## src/design/drfp_pkg.sv

```systemverilog
// ----------------------------------------------------------------------------
// drfp_pkg: shared types and constants of the display reply frame parser
// Frame geometry, command codes, register indexes and the job descriptor
// passed from the front to the back.
// ----------------------------------------------------------------------------
package drfp_pkg;

  // Frame buffer geometry
  localparam int unsigned FRAME_BYTES = 64;
  localparam int unsigned ADDR_W      = $clog2(FRAME_BYTES);
  localparam int unsigned HDR_AND_LEN = 3;
  // Largest body length that still fits the buffer
  localparam logic [7:0]  MAX_LEN     = 8'(FRAME_BYTES - HDR_AND_LEN);

  // Byte positions inside a frame
  localparam logic [ADDR_W-1:0] POS_CMD     = ADDR_W'(3);
  localparam logic [ADDR_W-1:0] POS_ADDR_HI = ADDR_W'(4);
  localparam logic [ADDR_W-1:0] POS_ADDR_LO = ADDR_W'(5);
  localparam logic [ADDR_W-1:0] POS_B6      = ADDR_W'(6);
  localparam logic [ADDR_W-1:0] POS_B7      = ADDR_W'(7);
  localparam logic [ADDR_W-1:0] POS_B8      = ADDR_W'(8);

  // Last byte index thresholds (last index = frame size - 1)
  localparam logic [ADDR_W-1:0] VAR_MIN_LAST = ADDR_W'(7);  // size 8
  localparam logic [ADDR_W-1:0] VAR_KEY_LAST = ADDR_W'(8);  // size 9
  localparam logic [ADDR_W-1:0] CLK_MIN_LAST = ADDR_W'(4);  // size 5
  localparam logic [ADDR_W-1:0] FIRST_PAYLOAD = ADDR_W'(4);

  // Command codes
  localparam logic [7:0] CMD_VAR_REPORT = 8'h83;
  localparam logic [7:0] CMD_CLOCK_DATA = 8'h81;

  // Configuration registers
  localparam int unsigned CFG_IDX_W = 1;
  localparam logic [CFG_IDX_W-1:0] CFG_HDR_FIRST  = 1'b0;
  localparam logic [CFG_IDX_W-1:0] CFG_HDR_SECOND = 1'b1;
  localparam logic [7:0] HDR_FIRST_RST  = 8'h5A;
  localparam logic [7:0] HDR_SECOND_RST = 8'hA5;

  // Job queue
  localparam int unsigned Q_DEPTH = 2;
  localparam int unsigned Q_PTR_W = $clog2(Q_DEPTH);
  localparam int unsigned Q_CNT_W = $clog2(Q_DEPTH + 1);

  // Job kind doubles as the result event kind
  typedef enum logic [1:0] {
    JOB_VAR     = 2'd0,
    JOB_VAR_KEY = 2'd1,
    JOB_CLOCK   = 2'd2
  } job_kind_t;

  typedef struct packed {
    job_kind_t         kind;
    logic [15:0]       var_address;
    logic [7:0]        key_id;
    logic [15:0]       var_value;
    logic [ADDR_W-1:0] last_idx;
  } job_t;

  typedef struct packed {
    logic              en;
    logic [ADDR_W-1:0] addr;
    logic [7:0]        data;
  } mem_wr_t;

  typedef enum logic [1:0] {
    FS_HUNT,
    FS_HDR2,
    FS_LEN,
    FS_BODY
  } front_state_t;

  typedef enum logic [1:0] {
    BS_IDLE,
    BS_READ,
    BS_LOAD,
    BS_WAIT
  } back_state_t;

endpackage

```

## src/design/drfp_front.sv

```systemverilog
// ----------------------------------------------------------------------------
// drfp_front: header hunt and frame collection
// Accepts received bytes, writes the body into the frame buffer and turns
// each completed frame with a known command and enough bytes into a job descriptor.
// ----------------------------------------------------------------------------
module drfp_front import drfp_pkg::*; (
  input  logic                 clk,
  input  logic                 rst_n,
  input  logic                 cfg_we,
  input  logic [CFG_IDX_W-1:0] cfg_index,
  input  logic [7:0]           cfg_data,
  input  logic                 in_valid,
  output logic                 in_ready,
  input  logic [7:0]           in_rx_byte,
  input  logic                 q_full,
  output logic                 push,
  output job_t                 push_job,
  input  logic                 clk_done,
  output mem_wr_t              mem_wr
);

  front_state_t      state_r, state_nxt;
  logic [7:0]        hdr_first_r, hdr_second_r;
  logic [ADDR_W-1:0] fill_r;
  logic [7:0]        len_r;
  logic [7:0]        cmd_r, b4_r, b5_r, b6_r, b7_r, b8_r;
  logic              clk_pend_r;

  logic              accept;
  logic              in_body;
  logic              done;
  logic [7:0]        cmd_c, b4_c, b5_c, b6_c, b7_c, b8_c;
  logic              job_ok;

  assign in_ready = !q_full && !clk_pend_r;
  assign accept   = in_valid && in_ready;
  assign in_body  = (state_r == FS_BODY);
  assign done     = in_body && ({{(8-ADDR_W){1'b0}}, fill_r} == len_r + 8'd2);

  // Current byte merged over the captured ones
  assign cmd_c = (fill_r == POS_CMD)     ? in_rx_byte : cmd_r;
  assign b4_c  = (fill_r == POS_ADDR_HI) ? in_rx_byte : b4_r;
  assign b5_c  = (fill_r == POS_ADDR_LO) ? in_rx_byte : b5_r;
  assign b6_c  = (fill_r == POS_B6)      ? in_rx_byte : b6_r;
  assign b7_c  = (fill_r == POS_B7)      ? in_rx_byte : b7_r;
  assign b8_c  = (fill_r == POS_B8)      ? in_rx_byte : b8_r;

  always_comb begin
    state_nxt = state_r;
    if (accept) begin
      unique case (state_r)
        FS_HUNT: state_nxt = (in_rx_byte == hdr_first_r) ? FS_HDR2 : FS_HUNT;
        FS_HDR2: state_nxt = (in_rx_byte == hdr_second_r) ? FS_LEN : FS_HUNT;
        FS_LEN: begin
          // drop oversized frames and frames with an empty body
          if (in_rx_byte > MAX_LEN || in_rx_byte == 8'd0) begin
            state_nxt = FS_HUNT;
          end else begin
            state_nxt = FS_BODY;
          end
        end
        FS_BODY: state_nxt = done ? FS_HUNT : FS_BODY;
        default: state_nxt = FS_HUNT;
      endcase
    end
  end

  always_comb begin
    job_ok            = 1'b0;
    push_job          = '0;
    push_job.last_idx = fill_r;
    push_job.kind     = JOB_VAR;
    if (cmd_c == CMD_VAR_REPORT && fill_r >= VAR_MIN_LAST) begin
      job_ok               = 1'b1;
      push_job.var_address = {b4_c, b5_c};
      if (fill_r == VAR_KEY_LAST) begin
        push_job.kind      = JOB_VAR_KEY;
        push_job.key_id    = b6_c;
        push_job.var_value = {b7_c, b8_c};
      end else begin
        push_job.var_value = {b6_c, b7_c};
      end
    end else if (cmd_c == CMD_CLOCK_DATA && fill_r >= CLK_MIN_LAST) begin
      job_ok        = 1'b1;
      push_job.kind = JOB_CLOCK;
    end
    push        = accept && done && job_ok;
    mem_wr.en   = accept && in_body;
    mem_wr.addr = fill_r;
    mem_wr.data = in_rx_byte;
  end

  always_ff @(posedge clk) begin
    if (!rst_n) begin
      state_r      <= FS_HUNT;
      hdr_first_r  <= HDR_FIRST_RST;
      hdr_second_r <= HDR_SECOND_RST;
      fill_r       <= '0;
      len_r        <= '0;
      clk_pend_r   <= 1'b0;
    end else begin
      state_r <= state_nxt;
      if (cfg_we) begin
        unique case (cfg_index)
          CFG_HDR_FIRST:  hdr_first_r  <= cfg_data;
          CFG_HDR_SECOND: hdr_second_r <= cfg_data;
          default: ;
        endcase
      end
      if (accept && state_r == FS_LEN) begin
        len_r  <= in_rx_byte;
        fill_r <= POS_CMD;
      end else if (accept && in_body) begin
        fill_r <= fill_r + ADDR_W'(1);
      end
      // hold off new bytes while a clock job still reads the buffer
      if (push && push_job.kind == JOB_CLOCK) begin
        clk_pend_r <= 1'b1;
      end else if (clk_done) begin
        clk_pend_r <= 1'b0;
      end
    end
  end

  always_ff @(posedge clk) begin
    if (accept && in_body) begin
      cmd_r <= cmd_c;
      b4_r  <= b4_c;
      b5_r  <= b5_c;
      b6_r  <= b6_c;
      b7_r  <= b7_c;
      b8_r  <= b8_c;
    end
  end

endmodule

```

## src/design/drfp_queue.sv

```systemverilog
// ----------------------------------------------------------------------------
// drfp_queue: job queue between front and back
// Small register queue of job descriptors.
// ----------------------------------------------------------------------------
module drfp_queue import drfp_pkg::*; (
  input  logic clk,
  input  logic rst_n,
  input  logic push,
  input  job_t push_job,
  output logic full,
  input  logic pop,
  output logic valid,
  output job_t head_job
);

  job_t               slot_r [Q_DEPTH];
  logic [Q_PTR_W-1:0] wr_ptr_r, rd_ptr_r;
  logic [Q_CNT_W-1:0] count_r;

  assign full     = (count_r == Q_CNT_W'(Q_DEPTH));
  assign valid    = (count_r != '0);
  assign head_job = slot_r[rd_ptr_r];

  always_ff @(posedge clk) begin
    if (!rst_n) begin
      wr_ptr_r <= '0;
      rd_ptr_r <= '0;
      count_r  <= '0;
    end else begin
      if (push) begin
        wr_ptr_r <= wr_ptr_r + Q_PTR_W'(1);
      end
      if (pop) begin
        rd_ptr_r <= rd_ptr_r + Q_PTR_W'(1);
      end
      if (push && !pop) begin
        count_r <= count_r + Q_CNT_W'(1);
      end else if (pop && !push) begin
        count_r <= count_r - Q_CNT_W'(1);
      end
    end
  end

  always_ff @(posedge clk) begin
    if (push) begin
      slot_r[wr_ptr_r] <= push_job;
    end
  end

endmodule

```

## src/design/drfp_back.sv

```systemverilog
// ----------------------------------------------------------------------------
// drfp_back: frame buffer and result sequencer
// Holds the frame buffer and turns each job into one or more results.
// ----------------------------------------------------------------------------
module drfp_back import drfp_pkg::*; (
  input  logic        clk,
  input  logic        rst_n,
  input  mem_wr_t     mem_wr,
  input  logic        q_valid,
  input  job_t        q_job,
  output logic        q_pop,
  output logic        clk_done,
  output logic        out_valid,
  input  logic        out_ready,
  output logic [1:0]  out_event_kind,
  output logic [15:0] out_var_address,
  output logic [7:0]  out_key_id,
  output logic [15:0] out_var_value,
  output logic [7:0]  out_clock_byte,
  output logic        out_last
);

  logic [7:0]        mem [FRAME_BYTES];
  logic [7:0]        rd_data_r;

  back_state_t       state_r, state_nxt;
  job_t              job_r;
  logic [ADDR_W-1:0] idx_r;
  logic [1:0]        kind_r;
  logic [15:0]       addr_r, value_r;
  logic [7:0]        key_r, clock_r;
  logic              last_r;

  always_ff @(posedge clk) begin
    if (mem_wr.en) begin
      mem[mem_wr.addr] <= mem_wr.data;
    end
    rd_data_r <= mem[idx_r];
  end

  always_comb begin
    state_nxt = state_r;
    unique case (state_r)
      BS_IDLE: begin
        if (q_valid) begin
          state_nxt = (q_job.kind == JOB_CLOCK) ? BS_READ : BS_WAIT;
        end
      end
      BS_READ: state_nxt = BS_LOAD;
      BS_LOAD: state_nxt = BS_WAIT;
      BS_WAIT: begin
        if (out_ready) begin
          state_nxt = last_r ? BS_IDLE : BS_READ;
        end
      end
      default: state_nxt = BS_IDLE;
    endcase
  end

  always_comb begin
    q_pop     = (state_r == BS_IDLE) && q_valid;
    out_valid = (state_r == BS_WAIT);
    clk_done  = out_valid && out_ready && last_r && (job_r.kind == JOB_CLOCK);
  end

  assign out_event_kind  = kind_r;
  assign out_var_address = addr_r;
  assign out_key_id      = key_r;
  assign out_var_value   = value_r;
  assign out_clock_byte  = clock_r;
  assign out_last        = last_r;

  always_ff @(posedge clk) begin
    if (!rst_n) begin
      state_r <= BS_IDLE;
    end else begin
      state_r <= state_nxt;
    end
  end

  always_ff @(posedge clk) begin
    unique case (state_r)
      BS_IDLE: begin
        if (q_valid) begin
          job_r   <= q_job;
          idx_r   <= FIRST_PAYLOAD;
          kind_r  <= q_job.kind;
          addr_r  <= q_job.var_address;
          key_r   <= q_job.key_id;
          value_r <= q_job.var_value;
          clock_r <= '0;
          last_r  <= 1'b1;
        end
      end
      BS_READ: ;
      BS_LOAD: begin
        kind_r  <= JOB_CLOCK;
        addr_r  <= '0;
        key_r   <= '0;
        value_r <= '0;
        clock_r <= rd_data_r;
        last_r  <= (idx_r == job_r.last_idx);
      end
      BS_WAIT: begin
        if (out_ready && !last_r) begin
          idx_r <= idx_r + ADDR_W'(1);
        end
      end
      default: ;
    endcase
  end

endmodule

```

## src/design/display_reply_frame_parser_unit.sv

```systemverilog
// ----------------------------------------------------------------------------
// display_reply_frame_parser_unit: serial reply frame parser
// A variable report's job passes the job queue into the back end's output
//   registers; a clock data job reads each payload byte through READ and LOAD.
// Throughput: one byte per cycle while the job queue has room; input stalls
//   until a clock frame's last result is taken.
// Reset: synchronous active-low rst_n restores the default header bytes
//   and returns to the header hunt; the frame buffer is not cleared.
// ----------------------------------------------------------------------------
module display_reply_frame_parser_unit import drfp_pkg::*; (
  input  logic                 clk,
  input  logic                 rst_n,
  // configuration write port
  input  logic                 cfg_we,
  input  logic [CFG_IDX_W-1:0] cfg_index,
  input  logic [7:0]           cfg_data,
  // received byte channel
  input  logic                 in_valid,
  output logic                 in_ready,
  input  logic [7:0]           in_rx_byte,
  // result channel
  output logic                 out_valid,
  input  logic                 out_ready,
  output logic [1:0]           out_event_kind,
  output logic [15:0]          out_var_address,
  output logic [7:0]           out_key_id,
  output logic [15:0]          out_var_value,
  output logic [7:0]           out_clock_byte,
  output logic                 out_last
);

  // Front to queue
  logic    push;
  job_t    push_job;
  logic    q_full;
  // Queue to back
  logic    q_valid;
  job_t    q_job;
  logic    q_pop;
  // Back to front: a clock job has released the frame buffer
  logic    clk_done;
  mem_wr_t mem_wr;

  // Front: hunt for the header, collect the body, build at most one job per frame.
  // It stalls its input while a clock data job still owns the buffer, since
  // the next frame would overwrite the payload being streamed out.
  drfp_front u_front (
    .clk        (clk),
    .rst_n      (rst_n),
    .cfg_we     (cfg_we),
    .cfg_index  (cfg_index),
    .cfg_data   (cfg_data),
    .in_valid   (in_valid),
    .in_ready   (in_ready),
    .in_rx_byte (in_rx_byte),
    .q_full     (q_full),
    .push       (push),
    .push_job   (push_job),
    .clk_done   (clk_done),
    .mem_wr     (mem_wr)
  );

  // Queue: decouple frame collection from result delivery.
  drfp_queue u_queue (
    .clk      (clk),
    .rst_n    (rst_n),
    .push     (push),
    .push_job (push_job),
    .full     (q_full),
    .pop      (q_pop),
    .valid    (q_valid),
    .head_job (q_job)
  );

  // Back: hold each result in an output register until the transaction
  // completes; clock data bytes are read out of the buffer one at a time.
  drfp_back u_back (
    .clk             (clk),
    .rst_n           (rst_n),
    .mem_wr          (mem_wr),
    .q_valid         (q_valid),
    .q_job           (q_job),
    .q_pop           (q_pop),
    .clk_done        (clk_done),
    .out_valid       (out_valid),
    .out_ready       (out_ready),
    .out_event_kind  (out_event_kind),
    .out_var_address (out_var_address),
    .out_key_id      (out_key_id),
    .out_var_value   (out_var_value),
    .out_clock_byte  (out_clock_byte),
    .out_last        (out_last)
  );

endmodule

```

## config.mk

```make
export PLATFORM = sky130hd
export DESIGN_NAME = display_reply_frame_parser_unit
export DESIGN_NICKNAME = d
export VERILOG_FILES = /design/src/design/drfp_pkg.sv /design/src/design/drfp_front.sv /design/src/design/drfp_queue.sv /design/src/design/drfp_back.sv /design/src/design/display_reply_frame_parser_unit.sv
export SDC_FILE = /design/constraint.sdc
export NUM_CORES = 1
export LEC_CHECK = 0
export BUFFER_PORTS_ARGS = -buffer_cell sky130_fd_sc_hd__buf_2
export CORE_ASPECT_RATIO = 0.6
export CORE_MARGIN = 10
export CORE_UTILIZATION = 34
export CTS_BUF_LIST = sky130_fd_sc_hd__clkbuf_2 sky130_fd_sc_hd__clkbuf_4 sky130_fd_sc_hd__clkbuf_8
export CTS_CLUSTER_DIAMETER = 30
export CTS_CLUSTER_SIZE = 30
export DETAILED_ROUTE_END_ITERATION = 6
export GPL_ROUTABILITY_DRIVEN = 0
export GPL_TIMING_DRIVEN = 0
export PLACE_DENSITY = 0.46
export SYNTH_ARGS = -nofsm -noshare
export SYNTH_HDL_FRONTEND = slang
export SYNTH_SLANG_ARGS = --single-unit
```

## constraint.sdc

```tcl
create_clock -name clk -period 5.55 [get_ports clk]
set_input_delay 1.11 -clock clk [delete_from_list [all_inputs] [get_ports clk]]
set_output_delay 1.11 -clock clk [all_outputs]
set_load 0.02 [all_outputs]
```

==> reports/results.tsv, run 1 <==
metric	value	unit
outcome	complete, no violations	
die_h	250.4	um
worst_pin_slew	1.418	ns
clock-sinks	761	
synth_cells	1674	
holdPathStages	2	
power_density	453.6	nW/um^2
max_cap_violations	0	
cts_max_level	4	
cts_resized	0	
synth.avg_cell_area	17.96	sq um
ys_seq_elements	761	
postCtsHoldBufs	0	
crit_type	reg -> reg	
postCtsSetupRepairBufs	0	
clockRootBuffer	clkbuf_8	
yosys-top-cells-area	edfxtp_1 71%, mux4_2 9.4%, dfxtp_1 3.2%	
cp.arrival	4.91	ns
overflow	0	
yosys-top-cells-count	713 x edfxtp_1, 152 x nor2_1, 126 x mux4_2	
die-area	101100	sq um
critPathBufInv	2	
grt_pass1_vias	16740	
path_cells	clkbuf_1 -> nand2_1 -> or4b_1 -> clkinv_2 -> nand4_1 -> nor2_1	
ff2ff_path_depth	6	
antenna_found_initial	5	
cpPeakStageDelay	1.24	ns
synth_top_area_frac	0.7121	
yosys_warnings	0	
wl	87.83	mm
cp_top_family	simple AND/OR/NAND/NOR gates	
core_area	87650	sq um
maxSlewHeadroom	0.05136	
leakage	11.24	nW
numCtsBuffers	134	
synth_area	30070	sq um
post_layout_nonfiller_instances	3164	
ir_drop	0.0002290	V
wl_per_cell	27.76	um
vias_per_cell	5.311	
synth_edf_count	713	
synth_flop_cell	edfxtp_1	
grt_usage	0.1716	
io_pins	75	
ys_seq_area_frac	0.7440	
clkLatencyLatePin	0.84	ns
hold_class	reg -> reg	
finClkSkew	0.06343	ns
yosys.area.top_type	edfxtp_1	
die_x	403.9	um
synth_async_sr_flop_share	0	
cpMaxStageDelayCell	nor2_1	
crit_start	u_front.state_r[0]	
drt-pass1-iter-count	7	
finalCritPeriodShare	0.8088	
fp-row-count	84	
final_layout_size_suffix_gt1_frac	0.2628	
crit_fanout	47	
hold_viol_final	0	
finalSetupViolations	0	
drcViolationCount	0	
hp-start	u_front.hdr_first_r[2]	
rsz0062_at_grt	no	
r2r-start	u_front.state_r[0]	
drtIter0Drc	1730	
ant_nets	0	
initial_core_util	0.3430	
clkTransAtPathRegs	0.07	ns
max_freq	0.2228	GHz
cts_buffer_depth	3	
vias	16800	
final_max_slew_viol_count	0	
crit_cells	6	
utilization	0.4007	
period_minus_slack	4.489	ns
grt_start_max_net_pins	67	
port_buffers	74	
grt_pass1_wl	123.3	mm
ys_types	59	
area_delta_synth_final	16.80	%
cp-start-kind	flop	
synthesis.nets	1706	
hpwl	58.78	mm
dp_cells	2913	
cts_tree	done	
yosysMostFrequentCell	edfxtp_1	
final_nets	1923	
crit_required	5.97	ns
crit_path_end_kind	flop	
## layer usage
metal / global-route usage / vias to the layer above / share of wire
li1: - / 7077 / -
met1: 0.2699 / 8973 / 0.50
met2: 0.2177 / 631 / 0.39
met3: 0.05611 / 123 / 0.093
met4: 0.05022 / 0 / 0.020
met5: 0 / - / 0
## through the flow
stage	instance area (sq um)	setup slack (ns)	hold slack (ns)	setup TNS (ns)	total power, mW
3_5_place_dp	31990	0.3791	0.4677	0	10.17
4_1_cts	35040	1.081	0.4593	0	16.08
6_report	35120	1.061	0.4724	0	15.93
2_1_floorplan	30070	0.1613	0.4488	0	8.740
3_3_place_gp	31890	-2.438	0.4613	-165.07	10.11
5_1_grt	35120	0.9358	0.4951	0	16.57
## power breakdown
| part | total [mW] | internal [mW] | switching, mW |
|---|---|---|---|
| Sequential | 6.70 | 6.62 | 0.0836 |
| Combinational | 3.36 | 1.14 | 2.22 |
| Clock | 5.87 | 3.27 | 2.60 |
| Total | 15.9 | 11.0 | 4.90 |
## worst reg2reg max path, cell delays in order, from the launching register on
cell      delay (ns)
dfxtp_1         0.30
clkbuf_1        0.35
nand2_1         0.09
or4b_1          0.57
clkinv_2        0.65
nand4_1         0.91
nor2_1          1.24
## state kept, by name, indices dropped and copies added (netlist names), 8 cells and up, named ones only
signal and cells:
u_queue.slot_r 96, u_front.b5_r 8, u_back.out_var_address 16, u_back.mem 512, u_back.out_key_id 8, u_back.job_r 8, u_front.hdr_first_r 8, u_front.b7_r 8
u_front.hdr_second_r 8, u_front.b6_r 8, u_back.out_clock_byte 8, u_front.b4_r 8, u_back.rd_data_r 8, u_back.out_var_value 16, u_front.cmd_r 8, u_front.len_r 8
## path summary, 6_finish.rpt
check | slack (ns) | to
setup / recovery | 1.06 | u_back.mem[9][2]
hold / removal | 0.47 | u_front.hdr_first_r[2]
setup reg to reg | 1.06 | u_back.mem[9][2]
hold reg to reg | 0.47 | u_front.hdr_first_r[2]
## kinds of logic after synthesis
family,synth area share
flip-flops,0.7440
multiplexers,0.1327
buffers and inverters,0.01594
AND/OR/NAND/NOR,0.06196
XOR/XNOR,0.01107
AO/OA/AOI/OAI,0.03017
adder cells (fa/ha/maj),0.004161
## cells in the final DEF, fill, tap and decap left out, types with 10 or more instances in the layout
cell type and instances:
a21oi_1 24, a22oi_1 35, and2_1 17, buf_1 10
buf_2 90, bufinv_16 16, clkbuf_1 61, clkbuf_4 11
clkbuf_8 139, clkinv_1 11, clkinv_2 16, clkinv_4 10
clkinvlp_4 18, dfxtp_1 48, edfxtp_1 713, ha_1 10
inv_1 18, inv_6 18, mux2_2 41, mux2i_1 69
mux4_2 126, nand2_1 69, nand3_1 38, nand4_1 11
nor2_1 152, nor2b_1 34, nor3_1 22, o21ai_0 17
xnor2_1 26, xor2_1 12
## final cells by class
| class | instances | area, sq um |
|---|---|---|
| flip-flops and latches | 761 | 22370 |
| well taps | 1161 | 1453 |
| clock inverters | 93 | 1054 |
| multi-input cells | 798 | 7238 |
| clock buffers | 150 | 1996 |
| diodes | 5 | 12.51 |
| inverters | 21 | 80.08 |
| repair buffers | 81 | 515.5 |
| plain buffers | 94 | 400.4 |
| fillers | 8044 | 52530 |
(Power assumes the default switching activity.)
==> run 2, diff against run 1 <==
- clock period: 5.55 -> 3.9 ns (I/O delays scaled with it)
==> run 2 against run 1 <==
Wire length fell by 0.95%. Critical path type unchanged. Setup slack got worse by 0.89 ns. Sequential cell count did not move. Die area did not move. Total power rose by 51%. Final cell count rose by 0.13%. Clock power rose by 46%. Global-route usage fell by 0.16 points.
==> reports/results.tsv, run 2 (same netlist as run 1, synthesis figures left out) <==
metric	value	unit	change
outcome	complete, no violations		unchanged
clkLatencyLatePin	0.81	ns	was 0.84 ns
vias	16590		was 16800
crit_fanout	10		was 47
largest_register	u_back.mem		unchanged
place_area	31970	sq um	was 31990 sq um
post_layout_nonfiller_instances	3168		was 3164
worst_pin_slew	1.396	ns	was 1.418 ns
final_max_slew_viol_count	0		unchanged
cts_tree	done		unchanged
cts_max_level	4		unchanged
drt-pass1-iter-count	5		was 7
utilization	0.4024		was 0.4007
die_x	403.9	um	unchanged
grt_pass1_vias	16630		was 16740
largest_register_ffs	512		unchanged
postCtsHoldBufs	0		unchanged
cp.arrival	4.44	ns	was 4.91 ns
grt_usage	0.1700		was 0.1716
final_area	35270	sq um	was 35120 sq um
hpwl	58.27	mm	was 58.78 mm
area_delta_synth_final	17.29	%	was 16.80%
dp_cells	2912		was 2913
numCtsBuffers	137		was 134
cts_buffer_depth	3		unchanged
rsz0062_at_grt	no		unchanged
cp-start-kind	flop		unchanged
fp-row-count	84		unchanged
intPower	16.41	mW	was 11.03 mW
hold_viol_final	0		unchanged
wl	87.00	mm	was 87.83 mm
final_common_cell	edfxtp_1		unchanged
p_comb_frac	0.243		was 0.211
grt_pass1_wl	122.1	mm	was 123.3 mm
die-area	101100	sq um	unchanged
ir_drop	0.0002767	V	was 0.0002290 V
maxSlewHeadroom	0.06905		was 0.05136
finalCritPeriodShare	0.9572		was 0.8088
max_cap_violations	0		unchanged
power_density	682.9	nW/um^2	was 453.6 nW/um^2
clkTransAtPathRegs	0.07	ns	about the same
period_minus_slack	3.733	ns	was 4.489 ns
p_switching	7.673	mW	was 4.900 mW
clockRootBuffer	clkbuf_8		unchanged
fill_cells	7995		was 8044
seqCellArea	22370	sq um	unchanged
leakage	11.25	nW	was 11.24 nW
drtIter0Drc	1638		was 1730
overflow	0		unchanged
finalSetupViolations	0		unchanged
core_area	87650	sq um	unchanged
antenna_found_initial	4		was 5
die_h	250.4	um	unchanged
most-common-layout-cells	713 x edfxtp_1, 143 x clkbuf_8, 126 x mux4_2		was 713 x edfxtp_1, 152 x nor2_1, 139 x clkbuf_8
crit_path_end_kind	flop		unchanged
finalSetupTns	0	ns	unchanged
port_buffers	74		unchanged
crit_type	reg -> reg		unchanged
wl_per_cell	27.46	um	was 27.76 um
io_pins	75		unchanged
drcViolationCount	0		unchanged
p_total	24.08	mW	was 15.93 mW
p_sw_frac	0.3186		was 0.3076
clock-sinks	761		unchanged
multi_input_area	7341	sq um	was 7238 sq um
ant_nets	0		unchanged
grt_start_max_net_pins	67		unchanged
crit_required	4.60	ns	was 5.97 ns
p_clk_frac	0.356		was 0.368
power_frac_seq	0.401		was 0.421
max_freq	0.2679	GHz	was 0.2228 GHz
largestRegisters	u_back.mem x512, u_queue.slot_r x96		unchanged
initial_core_util	0.3430		unchanged
vias_per_cell	5.236		was 5.311
hold_class	in -> reg		was reg -> reg
finClkSkew	0.04242	ns	was 0.06343 ns
final_nets	1927		was 1923
final_layout_size_suffix_gt1_frac	0.2794		was 0.2628
## run 2: timing repair
action | 4_1_cts | 5_1_grt
setup endpoints to repair | 280 | 156
gates resized for setup | 26 | 12
pin swaps | 1 | 0
buffers inserted | 2 | 0
hold endpoints to repair | 0 | 0
gates cloned | 0 | 1
## run 2: routing by layer
layer  vias to the layer above  GRT usage  routed length (um)
met5                         -          0                   9
met3                       127    0.06152                8794
met2                       708     0.2152               33520
li1                       7094          -                   -
met4                         2    0.05416                1549
met1                      8657     0.2621               43120
## run 2: power by group through the flow
stage          Sequential, mW  Clock, mW  Combinational [mW]
3_5_place_dp             9.84          0                5.83
4_1_cts                  9.67       8.77                5.85
5_1_grt                  9.71       9.13                6.18
6_report                 9.66       8.57                5.86
3_3_place_gp             9.86          0                5.75
2_1_floorplan            10.2          0                2.98
## run 2: worst paths after layout
check / start / to / slack (ns) / cells past startpoint
hold reg to reg: u_front.hdr_first_r[4] / u_front.hdr_first_r[4] / 0.48 / 2
setup reg to reg: u_back.idx_r[1] / u_back.rd_data_r[0] / 0.17 / 7
hold / removal: cfg_data[0] / u_front.hdr_second_r[0] / 0.21 / 3
setup / recovery: u_back.idx_r[1] / u_back.rd_data_r[0] / 0.17 / 7
## run 2: area by class of cell
type	count	share of cell area
Buffer	94	0.01135
Antenna cell	3	0.0002129
Clock buffer	156	0.05857
Tap cell	1161	0.04119
Inverter	21	0.002306
Multi-Input combinational cell	799	0.2081
Sequential cell	761	0.6343
Timing Repair Buffer	81	0.01391
Clock inverter	92	0.03001
## run 2: critical path, stage by stage, from the launching register on
cell,delay [ns]
edfxtp_1,0.39
clkbuf_1,0.27
buf_1,1.01
buf_2,0.59
mux4_2,0.42
a22oi_1,0.35
nand4_1,0.25
and4_1,0.31
## run 2: stage by stage
stage	hold WS (ns)	setup slack, ns
floorplan	0.4488	0.2649
global placement	0.4661	-1.272
detailed placement	0.4756	-1.120
CTS	0.1214	-0.1448
global route	0.1848	0.006071
finish	0.2105	0.1669
==> run 3, diff against run 2 <==
- PLACE_DENSITY: 0.46 -> 0.45
- clock period: 3.9 -> 4.5 ns (I/O delays scaled with it)
==> run 3 against run 2 <==
The run now ends with max-capacitance violations, max-slew violations left. Critical path depth down 1. Setup slack worse by 0.11 ns. Clock skew up 0.0014 ns. Global-route usage up 0.32 points. Design area decreased by 0.23%. Final cell count about the same. Clock-buffer cell count is 6 higher. Non-clock buffer count decreased by 2. Register-to-register slack worse by 0.11 ns. Maximum frequency shrank 16%. Critical endpoint is now u_back.mem[41][0].
==> reports/results.tsv, run 3 (same netlist as run 1, synthesis figures left out) <==
metric	value	unit	change
finalSetupTns	0	ns	unchanged
finClkSkew	0.04384	ns	was 0.04242 ns
die_x	403.9	um	unchanged
largestRegisters	u_back.mem x512, u_queue.slot_r x96		unchanged
fill_cells	8028		was 7995
grt_usage	0.1732		was 0.1700
die-area	101100	sq um	unchanged
worst_pin_slew	1.519	ns	was 1.396 ns
cts_buffer_depth	3		unchanged
power_density	564.3	nW/um^2	was 682.9 nW/um^2
worst_hold_slack	0.3321	ns	was 0.2105 ns
port_buffers	74		unchanged
critPathBufInv	2		was 3
clkTransAtPathRegs	0.06	ns	was 0.07 ns
cpPeakStageDelay	1.15	ns	was 1.01 ns
overflow	0		unchanged
dp_cells	2913		was 2912
dpl_worst_slack	-0.3940	ns	was -1.120 ns
cp-start-kind	flop		unchanged
cp.arrival	4.86	ns	was 4.44 ns
final_max_slew_viol_count	11		was 0
wl	87.96	mm	was 87.00 mm
maxSlewHeadroom	-0.01287		was 0.06905
largest_register	u_back.mem		unchanged
area_delta_synth_final	17.02	%	was 17.29%
outcome	finished with violations		was complete, no violations
finalSetupViolations	0		unchanged
postCtsHoldBufs	0		unchanged
crit_path_end_kind	flop		unchanged
final_common_cell	edfxtp_1		unchanged
crit_fanout	47		was 10
final_layout_size_suffix_gt1_frac	0.2672		was 0.2794
timing.final.ws_setup	0.05516	ns	was 0.1669 ns
largest_register_ffs	512		unchanged
cts_max_level	4		unchanged
postCtsSetupRepairBufs	0		was 2
clock-sinks	761		unchanged
io_pins	75		unchanged
drt-pass1-iter-count	5		unchanged
rsz0062_at_grt	yes		was no
grt_pass1_vias	16890		was 16630
vias_per_cell	5.231		was 5.236
clkLatencyLatePin	0.83	ns	was 0.81 ns
final_nets	1925		was 1927
p_total	19.85	mW	was 24.08 mW
numCtsBuffers	138		was 137
post_layout_nonfiller_instances	3170		was 3168
ir_drop	0.0002402	V	was 0.0002767 V
crit_required	4.92	ns	was 4.60 ns
violations	max-capacitance violations, max-slew violations		
hpwl	58.72	mm	was 58.27 mm
hold_class	in -> reg		unchanged
hold_viol_final	0		unchanged
most-common-layout-cells	713 x edfxtp_1, 148 x clkbuf_8, 142 x nor2_1		was 713 x edfxtp_1, 143 x clkbuf_8, 126 x mux4_2
cp_top_family	simple AND/OR/NAND/NOR gates		was buffers and inverters
drtIter0Drc	1886		was 1638
antenna_found_initial	5		was 4
drcViolationCount	0		unchanged
wl_per_cell	27.75	um	was 27.46 um
ant_nets	0		unchanged
grt_start_max_net_pins	67		unchanged
finalCritPeriodShare	0.9877		was 0.9572
grt_pass1_wl	124.4	mm	was 122.1 mm
vias	16580		was 16590
cpMaxStageDelayCell	nor2_1		was buf_1
max_freq	0.2250	GHz	was 0.2679 GHz
max_cap_violations	1		was 0
initial_core_util	0.3430		unchanged
crit_type	reg -> reg		unchanged
die_h	250.4	um	unchanged
leakage	11.27	nW	was 11.25 nW
cts_tree	done		unchanged
fp-row-count	84		unchanged
path_cells	clkbuf_1 -> nand2_1 -> or4b_1 -> clkinv_2 -> nand4_1 -> nor2_1		was clkbuf_1 -> buf_1 -> buf_2 -> mux4_2 -> a22oi_1 -> nand4_1 -> and4_1
clockRootBuffer	clkbuf_8		unchanged
period_minus_slack	4.445	ns	was 3.733 ns
core_area	87650	sq um	unchanged
run 3: report_power, final:
| group | switching (mW) | internal [mW] |
|---|---|---|
| logic | 2.76 | 1.39 |
| clock network | 3.15 | 4.28 |
| registers | 0.105 | 8.17 |
| total | 6.01 | 13.8 |
run 3: cell type report:
cell class | count | area [sq um] | share of cell area
diodes | 3 | 7.507 | 0.0002134
plain buffers | 94 | 400.4 | 0.01138
clock buffers | 162 | 2142 | 0.06088
clock inverters | 91 | 998.5 | 0.02838
inverters | 21 | 80.08 | 0.002276
multi-input cells | 798 | 7263 | 0.2064
flip-flops and latches | 761 | 22370 | 0.6358
well taps | 1161 | 1453 | 0.04128
repair buffers | 79 | 470.5 | 0.01337
run 3: path summary, 6_finish.rpt:
check                                       startpoint                      to  slack [ns]  cells past startpoint
worst min-delay path                       cfg_data[1]  u_front.hdr_first_r[1]        0.33                      3
worst max-delay path                u_front.state_r[0]       u_back.mem[41][0]        0.06                      6
worst min register to register  u_front.hdr_first_r[5]  u_front.hdr_first_r[5]        0.47                      2
worst max register to register      u_front.state_r[0]       u_back.mem[41][0]        0.06                      6
run 3: metrics by stage:
| stage | instance area, sq um | utilization |
|---|---|---|
| 3_5_place_dp | 31990 | 0.3649 |
| 3_3_place_gp | 31890 | 0.3639 |
| 2_1_floorplan | 30070 | - |
| 4_1_cts | 35130 | 0.4008 |
| 6_report | 35190 | 0.4014 |
| 5_1_grt | 35180 | 0.4014 |
run 3: per-layer routing:
| layer | up-vias | wire [um] | global-route usage | share of wire |
|---|---|---|---|---|
| met5 | - | 0 | 0 | 0 |
| met4 | 0 | 1678 | 0.05478 | 0.019 |
| met3 | 111 | 8042 | 0.05510 | 0.091 |
| met2 | 667 | 34280 | 0.2236 | 0.39 |
| met1 | 8719 | 43960 | 0.2685 | 0.50 |
| li1 | 7084 | - | - | - |
run 3: worst min-delay path, cell delays in order:
cell and delay [ns]:
buf_2 0.09, nand2_1 0.05, nand3_1 0.06
run 3: what timing repair did:
action                     in CTS  in global routing
hold endpoints to repair        0                  0
setup endpoints to repair       0                 98
gates resized for setup         0                 10
